File: src/rtl/ctok_pkg.sv
// ----------------------------------------------------------------------------
// ctok_pkg
// Shared types, character codes and helpers of the character tokenizer.
// ----------------------------------------------------------------------------
package ctok_pkg;

   localparam int POS_BITS = 16;
   localparam int OUT_POS_BITS = 16;
   localparam int VALUE_BITS = 32;

   localparam logic [7:0] CH_SPACE = 8'h20;
   localparam logic [7:0] CH_CR    = 8'h0D;
   localparam logic [7:0] CH_LF    = 8'h0A;
   localparam logic [7:0] CH_ZERO  = 8'h30;
   localparam logic [7:0] CH_NINE  = 8'h39;
   localparam logic [7:0] CH_A     = 8'h61;
   localparam logic [7:0] CH_Z     = 8'h7A;
   localparam logic [7:0] CH_I     = 8'h69;
   localparam logic [7:0] CH_F     = 8'h66;

   typedef enum logic [3:0] {
      KIND_ASSIGN = 4'd0,
      KIND_DIV    = 4'd1,
      KIND_ERROR  = 4'd2,
      KIND_GT     = 4'd3,
      KIND_IF     = 4'd4,
      KIND_INT    = 4'd5,
      KIND_LCURLY = 4'd6,
      KIND_LPAREN = 4'd7,
      KIND_LT     = 4'd8,
      KIND_MINUS  = 4'd9,
      KIND_MUL    = 4'd10,
      KIND_PLUS   = 4'd11,
      KIND_RCURLY = 4'd12,
      KIND_RPAREN = 4'd13,
      KIND_SEMI   = 4'd14,
      KIND_LETTER = 4'd15
   } kind_type;

   typedef enum logic [1:0] {
      MODE_IDLE   = 2'd0,
      MODE_HELD_I = 2'd1,
      MODE_IDENT  = 2'd2,
      MODE_NUMBER = 2'd3
   } mode_type;

   typedef struct packed {
      kind_type                kind;
      logic [VALUE_BITS-1:0]   value;
      logic                    start;
      logic [OUT_POS_BITS-1:0] line;
      logic [OUT_POS_BITS-1:0] column;
      logic                    last;
   } result_type;

   typedef struct packed {
      logic [1:0] n;
      result_type r0;
      result_type r1;
   } scan_out_type;

   function automatic logic is_letter(logic [7:0] c);
      return (c >= CH_A) && (c <= CH_Z);
   endfunction

   function automatic logic is_digit(logic [7:0] c);
      return (c >= CH_ZERO) && (c <= CH_NINE);
   endfunction

   function automatic logic is_space(logic [7:0] c);
      return (c == CH_SPACE) || (c == CH_CR) || (c == CH_LF);
   endfunction

   function automatic kind_type op_kind(logic [7:0] c);
      kind_type k;
      case (c)
         8'h3D:   k = KIND_ASSIGN;
         8'h2F:   k = KIND_DIV;
         8'h3E:   k = KIND_GT;
         8'h7B:   k = KIND_LCURLY;
         8'h28:   k = KIND_LPAREN;
         8'h3C:   k = KIND_LT;
         8'h2D:   k = KIND_MINUS;
         8'h2A:   k = KIND_MUL;
         8'h2B:   k = KIND_PLUS;
         8'h7D:   k = KIND_RCURLY;
         8'h29:   k = KIND_RPAREN;
         8'h3B:   k = KIND_SEMI;
         default: k = KIND_ERROR;
      endcase
      return k;
   endfunction

   // append one token to the result pair
   function automatic scan_out_type put(scan_out_type so, kind_type k,
                                        logic [VALUE_BITS-1:0] v, logic s);
      scan_out_type r;
      r = so;
      if (so.n == 2'd0) begin
         r.r0.kind  = k;
         r.r0.value = v;
         r.r0.start = s;
      end else begin
         r.r1.kind  = k;
         r.r1.value = v;
         r.r1.start = s;
      end
      r.n = so.n + 2'd1;
      return r;
   endfunction

endpackage

File: src/rtl/ctok_scan.sv
// ----------------------------------------------------------------------------
// ctok_scan
// Scanner state and per-character token decision; yields up to two results.
// ----------------------------------------------------------------------------
module ctok_scan (
   input  logic                  clock,
   input  logic                  reset,
   input  logic                  step_valid,
   input  logic [7:0]            ch,
   input  logic                  end_of_text,
   output ctok_pkg::scan_out_type scan_out
);

   localparam int PB = ctok_pkg::POS_BITS;
   localparam int VB = ctok_pkg::VALUE_BITS;
   localparam logic [PB-1:0] POS_MAX = '1;
   localparam logic [PB-1:0] POS_ONE = PB'(1);

   ctok_pkg::mode_type mode_ff, mode_in;
   logic [VB-1:0]      acc_ff, acc_in;
   logic [PB-1:0]      line_ff, line_in;
   logic [PB-1:0]      col_ff, col_in;
   logic               cr_ff, cr_in;

   logic [VB-1:0]      digit;
   logic [VB-1:0]      acc_x10;
   logic [VB-1:0]      ch_value;
   logic               do_idle;
   ctok_pkg::kind_type op;
   ctok_pkg::scan_out_type so;

   assign digit    = {{(VB-4){1'b0}}, 4'(ch - ctok_pkg::CH_ZERO)};
   assign acc_x10  = {acc_ff[VB-4:0], 3'b000} + {acc_ff[VB-2:0], 1'b0};
   assign ch_value = {{(VB-8){1'b0}}, ch};
   assign op       = ctok_pkg::op_kind(ch);

   // position tracking
   always_comb begin
      line_in = line_ff;
      col_in  = col_ff;
      cr_in   = 1'b0;
      if (ch == ctok_pkg::CH_CR) begin
         if (line_ff != POS_MAX) line_in = line_ff + POS_ONE;
         col_in = POS_ONE;
         cr_in  = 1'b1;
      end else if (ch == ctok_pkg::CH_LF) begin
         if (!cr_ff && line_ff != POS_MAX) line_in = line_ff + POS_ONE;
         col_in = POS_ONE;
      end else begin
         if (col_ff != POS_MAX) col_in = col_ff + POS_ONE;
      end
   end

   // token decision
   always_comb begin
      so      = '0;
      mode_in = mode_ff;
      acc_in  = acc_ff;
      do_idle = 1'b0;
      case (mode_ff)
         ctok_pkg::MODE_HELD_I: begin
            if (ch == ctok_pkg::CH_F) begin
               so = ctok_pkg::put(so, ctok_pkg::KIND_IF, '0, 1'b0);
               mode_in = ctok_pkg::MODE_IDLE;
            end else if (ctok_pkg::is_letter(ch)) begin
               so = ctok_pkg::put(so, ctok_pkg::KIND_LETTER,
                                  {{(VB-8){1'b0}}, ctok_pkg::CH_I}, 1'b1);
               so = ctok_pkg::put(so, ctok_pkg::KIND_LETTER, ch_value, 1'b0);
               mode_in = ctok_pkg::MODE_IDENT;
            end else begin
               so = ctok_pkg::put(so, ctok_pkg::KIND_LETTER,
                                  {{(VB-8){1'b0}}, ctok_pkg::CH_I}, 1'b1);
               do_idle = 1'b1;
            end
         end
         ctok_pkg::MODE_IDENT: begin
            if (ctok_pkg::is_letter(ch))
               so = ctok_pkg::put(so, ctok_pkg::KIND_LETTER, ch_value, 1'b0);
            else
               do_idle = 1'b1;
         end
         ctok_pkg::MODE_NUMBER: begin
            if (ctok_pkg::is_digit(ch)) begin
               acc_in = acc_x10 + digit;
            end else begin
               so = ctok_pkg::put(so, ctok_pkg::KIND_INT, acc_ff, 1'b0);
               acc_in  = '0;
               do_idle = 1'b1;
            end
         end
         default: do_idle = 1'b1;
      endcase

      if (do_idle) begin
         mode_in = ctok_pkg::MODE_IDLE;
         if (ctok_pkg::is_space(ch)) begin
            mode_in = ctok_pkg::MODE_IDLE;
         end else if (ch == ctok_pkg::CH_I) begin
            mode_in = ctok_pkg::MODE_HELD_I;
         end else if (ctok_pkg::is_letter(ch)) begin
            so = ctok_pkg::put(so, ctok_pkg::KIND_LETTER, ch_value, 1'b1);
            mode_in = ctok_pkg::MODE_IDENT;
         end else if (ctok_pkg::is_digit(ch)) begin
            acc_in  = digit;
            mode_in = ctok_pkg::MODE_NUMBER;
         end else begin
            so = ctok_pkg::put(so, op,
                               (op == ctok_pkg::KIND_ERROR) ? ch_value : '0, 1'b0);
         end
      end

      // flush at end of text
      if (end_of_text) begin
         if (mode_in == ctok_pkg::MODE_HELD_I)
            so = ctok_pkg::put(so, ctok_pkg::KIND_LETTER,
                               {{(VB-8){1'b0}}, ctok_pkg::CH_I}, 1'b1);
         else if (mode_in == ctok_pkg::MODE_NUMBER)
            so = ctok_pkg::put(so, ctok_pkg::KIND_INT, acc_in, 1'b0);
         mode_in = ctok_pkg::MODE_IDLE;
         acc_in  = '0;
      end

      so.r0.line   = ctok_pkg::OUT_POS_BITS'(line_in);
      so.r0.column = ctok_pkg::OUT_POS_BITS'(col_in);
      so.r0.last   = (so.n == 2'd1);
      so.r1.line   = ctok_pkg::OUT_POS_BITS'(line_in);
      so.r1.column = ctok_pkg::OUT_POS_BITS'(col_in);
      so.r1.last   = 1'b1;
   end

   assign scan_out = so;

   always_ff @(posedge clock) begin
      if (reset) begin
         mode_ff <= ctok_pkg::MODE_IDLE;
         acc_ff  <= '0;
         line_ff <= POS_ONE;
         col_ff  <= POS_ONE;
         cr_ff   <= 1'b0;
      end else if (step_valid) begin
         mode_ff <= mode_in;
         acc_ff  <= acc_in;
         line_ff <= line_in;
         col_ff  <= col_in;
         cr_ff   <= cr_in;
      end
   end

endmodule

File: src/rtl/character_tokenizer.sv
// ----------------------------------------------------------------------------
// character_tokenizer
// Lexical tokenizer: one source byte per item in, tokens with position out.
// ----------------------------------------------------------------------------
//   channel | direction | handshake            | payload
//   req     | in        | req_valid/req_ready  | ch, end_of_text
//   rsp     | out       | rsp_valid/rsp_ready  | kind, value, ident_start,
//           |           |                      | line, column, last
//
// An accepted byte is registered, decided in the next cycle and its zero to
// two results go into a four-entry result queue; the head of that queue
// drives rsp, so the first result shows once it has been written there.
// One byte per cycle is taken while the queue has room; bytes that give two
// results are limited by the one-result-per-cycle output. Reset is synchronous
// and empties the queue and scanner state; req_ready is low during reset.
// ----------------------------------------------------------------------------
module character_tokenizer (
   input  logic               clock,
   input  logic               reset,
   input  logic               req_valid,
   output logic               req_ready,
   input  logic [7:0]         req_ch,
   input  logic               req_end_of_text,
   output logic               rsp_valid,
   input  logic               rsp_ready,
   output logic [3:0]         rsp_kind,
   output logic signed [31:0] rsp_value,
   output logic               rsp_ident_start,
   output logic [15:0]        rsp_line,
   output logic [15:0]        rsp_column,
   output logic               rsp_last
);

   localparam int DEPTH = 4;
   localparam int AW = $clog2(DEPTH);
   localparam int CW = $clog2(DEPTH + 1);

   logic       stage_v_ff, stage_v_in;
   logic [7:0] ch_ff;
   logic       eot_ff;

   ctok_pkg::scan_out_type scan_out;
   ctok_pkg::result_type   q_ff [DEPTH];
   logic [AW-1:0] head_ff, head_in, tail_ff, tail_in;
   logic [CW-1:0] count_ff, count_in;
   logic [1:0]    push_n;
   logic          pop;

   ctok_scan u_scan (
      .clock       (clock),
      .reset       (reset),
      .step_valid  (stage_v_ff),
      .ch          (ch_ff),
      .end_of_text (eot_ff),
      .scan_out    (scan_out)
   );

   assign push_n     = stage_v_ff ? scan_out.n : 2'd0;
   assign pop        = rsp_valid && rsp_ready;
   // room for the staged item's results plus two more
   assign req_ready  = !reset &&
                       (({1'b0, count_ff} + (CW+1)'(push_n)) <= (CW+1)'(DEPTH - 2));
   assign stage_v_in = req_valid && req_ready;

   assign head_in  = pop ? head_ff + AW'(1) : head_ff;
   assign tail_in  = tail_ff + AW'(push_n);
   assign count_in = count_ff + CW'(push_n) - CW'(pop);

   always_ff @(posedge clock) begin
      if (reset) begin
         stage_v_ff <= 1'b0;
         head_ff    <= '0;
         tail_ff    <= '0;
         count_ff   <= '0;
      end else begin
         stage_v_ff <= stage_v_in;
         head_ff    <= head_in;
         tail_ff    <= tail_in;
         count_ff   <= count_in;
      end
   end

   // hold item payload and queue entries
   always_ff @(posedge clock) begin
      if (stage_v_in) begin
         ch_ff  <= req_ch;
         eot_ff <= req_end_of_text;
      end
      if (push_n != 2'd0) q_ff[tail_ff] <= scan_out.r0;
      if (push_n == 2'd2) q_ff[tail_ff + AW'(1)] <= scan_out.r1;
   end

   assign rsp_valid       = (count_ff != '0);
   assign rsp_kind        = q_ff[head_ff].kind;
   assign rsp_value       = q_ff[head_ff].value;
   assign rsp_ident_start = q_ff[head_ff].start;
   assign rsp_line        = q_ff[head_ff].line;
   assign rsp_column      = q_ff[head_ff].column;
   assign rsp_last        = q_ff[head_ff].last;

endmodule

File: config.mk
export PLATFORM = sky130hd
export DESIGN_NAME = character_tokenizer
export DESIGN_NICKNAME = d
export VERILOG_FILES = /design/src/rtl/ctok_pkg.sv /design/src/rtl/ctok_scan.sv /design/src/rtl/character_tokenizer.sv
export SDC_FILE = /design/constraint.sdc
export NUM_CORES = 1
export LEC_CHECK = 0
export BUFFER_PORTS_ARGS = -buffer_cell sky130_fd_sc_hd__buf_4
export CAP_MARGIN = 20
export CORE_MARGIN = 2
export CORE_UTILIZATION = 63
export DETAILED_ROUTE_END_ITERATION = 7
export GPL_TIMING_DRIVEN = 0
export MAX_ROUTING_LAYER = met4
export PLACE_DENSITY_LB_ADDON = 0.08
export REMOVE_ABC_BUFFERS = 1
export SETUP_SLACK_MARGIN = 0.02
export SLEW_MARGIN = 40
export SYNTH_ARGS = -nofsm -noshare
export SYNTH_HDL_FRONTEND = slang
export SYNTH_HIERARCHICAL = 1
export SYNTH_SLANG_ARGS = --single-unit
export TNS_END_PERCENT = 50
File: constraint.sdc
create_clock -name clock -period 7.07 [get_ports clock]
set_input_delay 0 -clock clock [delete_from_list [all_inputs] [get_ports clock]]
set_output_delay 0 -clock clock [all_outputs]
set_load 0.05 [all_outputs]
==> impl_results.md <==
* Status: completed
* Post-synth ARST share at 0%
* CTS Hold Buffers Added at 11
* Final setup viols at 0
* Antenna viol nets, final at 0
* Cells after synthesis at 1814
* YS warnings at 6
* Height of the die at 191.6 um
* Crit Path Max Fanout at 22
* Core Util, Final at 71.62%
* Critical path class: reg2reg
* Crit path DAT at 6.29 ns
* Hold Path Class: in2reg
* Site row count at 68
* Fmax at 0.1664 GHz
* Unrepaired setup endpoints after global routing: no
* Max H-tree Level at 2
* Post-route insts no fill at 2342
* GRT overflow at 0
* Critical Path RT at 7.35 ns
* Cell Area, Synth at 22170 um^2
* DR iter-0 viols at 1231
* Post-route clock period utilization at 84.98%
* Buffers added on ports at 84
* Routed length per instance at 22.58 um
* FF+latch count, synth at 366
* Main synth FF type: edfxtp_1
* Startpoint Class: flop
* Full die area at 36700 um^2
* Vias in the first global route at 15140
* Max_slew headroom at 43.68%
* Core Area at 34630 um^2
* Fraction of layout cells with a size suffix above 1 at 29.84%
* Setup repair bufs after CTS at 0
* Clk_lat worst skew at 0.55 ns
* Top cells by area, synth: edfxtp_1 (39%), mux2_2 (10%), mux4_2 (7.1%)
* Crit end category: flop
* Via count at 15110
* DP Wirelength at 36370 um
* Cell taking the most area after synthesis: edfxtp_1
* Initial antenna violation count at 0
* Top-area cell type share of the netlist area at 39.15%
* Gr usage total at 30.29%
* PD cells at 260.0 nW/um^2
* Deepest clock path buffer count at 3
* Nets at 1941
* Minimum clock period at 6.008 ns
* Maxcap violations at 0
* Ant. Diodes at 0
* Final GP Congestion at 0.9325
* Post-Route WL at 52880 um
* DP Cell Count at 2258
* Top post-synthesis cells by count: edfxtp_1 (289), mux2_2 (203), nor2_1 (139), nand2_1 (110), a21oi_1 (84)
* Area growth from synthesis to layout at 11.87%
* # resized after CTS at 0
* Count of pins over their slew limit at 0
* Synth cell types at 89
* Clock skew at 0.01689 ns
* DR DRC count at 0
* First-pass GRT wire length at 83770 um
* Root Buffer: clkbuf_16
* Number of vias per cell at 6.450
* Worst slew pin tran at 0.8360 ns
* Final hold vios at 0
* # IOs at 85
* Largest net degree at the start of global routing at 67
* CTS tree: yes
* Sequential share of the synthesized area at 46.10%
* Cts bufs inserted at 39
* Power Total at 6449 uW
* Worst setup margin at 1.062 ns
* Clock sinks at 366
* Clock-pin transition on the worst setup and hold timing paths at 0.06 ns
* First-pass detailed-route iteration total at 6
* Initial core utilization at 64.02%
* Worst VDD drop at 227.3 uV
* EDFF count, synth at 289
* Chip width at 191.6 um
* LEAKAGE at 0.009446 uW
* Top-count cell post-synth: edfxtp_1
* DP Worst Slack at 1.185 ns
* Mean Syn Cell Area at 12.22 um^2
power breakdown:
part / internal [uW] / switching [uW] / leakage, uW
registers: 2450 / 109 / 0.00323
clock network: 1190 / 844 / 0.000611
logic: 712 / 1150 / 0.00561
total: 4350 / 2100 / 0.00945
routing by layer:
metal,vias up,wire (um),track usage [%]
met5,-,0,-
met4,0,1349,9.083
met3,88,2657,3.837
met2,469,25780,49.18
met1,7465,23100,40.13
li1,7084,-,-
cell usage in the layout, fill, tap and decap left out, drive strengths merged, types with 7 or more instances in the layout:
master / instances
xnor2: 29
o22ai: 7
nor2: 139
o31ai: 11
clkbuf: 56
mux2: 284
a22o: 25
and3: 23
o21ai: 62
nand3: 32
o21a: 14
a31oi: 11
dfxtp: 77
nor3: 31
clkinv: 11
edfxtp: 289
nand3b: 7
a221oi: 8
a211oi: 7
buf: 129
nor4: 8
ha: 68
a22oi: 21
dlygate4sd3: 12
nand2b: 15
or3: 12
nand4: 7
a21oi: 84
nand2: 110
nor2b: 17
a21o: 21
inv: 34
mux4: 70
nor3b: 9
xor2: 17
and2: 14
mux2i: 14
sequential cells by signal, indices dropped and copies added (netlist names), named ones only:
| register | count |
|---|---|
| q_ff | 280 |
| u_scan/mode_ff | 2 |
| u_scan/acc_ff | 32 |
| head_ff | 2 |
| tail_ff | 2 |
| count_ff | 3 |
| u_scan/line_ff | 16 |
| ch_ff | 8 |
| stage_v_ff | 1 |
| u_scan/cr_ff | 1 |
| u_scan/col_ff | 16 |
| eot_ff | 1 |
worst paths after layout:
| path | depth (start not counted) | end | startpoint | slack, ns |
|---|---|---|---|---|
| max | 16 | q_ff[1][4] | ch_ff[4] | 1.06 |
| min | 2 | ch_ff[6] | req_ch[6] | 0.17 |
| max reg2reg | 16 | q_ff[1][4] | ch_ff[4] | 1.06 |
| min reg2reg | 1 | u_scan/acc_ff[31] | u_scan/acc_ff[31] | 0.52 |
cell families (layout without fill, tap and decap cells):
logic type / after synthesis / count (layout) / synth area share [%]
xor+xnor: 46 / 46 / 1.817
other cells: 1 / 1 / 0.01692
compound gates: 337 / 337 / 10.48
fa+ha+maj: 72 / 72 / 4.199
buf+inv: 173 / 246 / 3.985
simple gates: 451 / 451 / 10.05
mux: 368 / 368 / 23.35
flops: 366 / 366 / 46.10
worst max-delay path: stages, from the launching register on:
cell      delay (ns)
edfxtp_1        0.84
and4bb_2        0.43
and2_1          0.43
nand2_1         0.52
o221ai_1        0.21
ha_1            0.26
a32oi_1         0.36
ha_1            0.22
nor2_1          0.06
a21oi_1         0.46
nand3b_4        0.21
nor3_4          0.51
buf_6           0.26
buf_6           0.18
buf_6           0.19
buf_6           0.19
mux2_2          0.36
per-stage QoR:
stage | setup TNS, ns | hold WS, ns | area, um^2
finish | 0 | 0.1715 | 24800
global route | 0 | 0.1668 | 24800
detailed placement | 0 | 0.1793 | 23390
CTS | 0 | 0.03122 | 24770
global placement | -1296.58 | 0.1791 | 22610
floorplan | 0 | 0.06907 | 21410
cell type report:
| class | count | area (um^2) |
|---|---|---|
| Tap cell | 455 | 569.3 |
| Fill cell | 2389 | 9827 |
| Clock buffer | 56 | 1091 |
| Clock inverter | 16 | 170.2 |
| Inverter | 33 | 123.9 |
| Multi-Input combinational cell | 1275 | 11170 |
| Sequential cell | 366 | 10230 |
| Timing Repair Buffer | 141 | 1443 |
(Power assumes the default switching activity.)
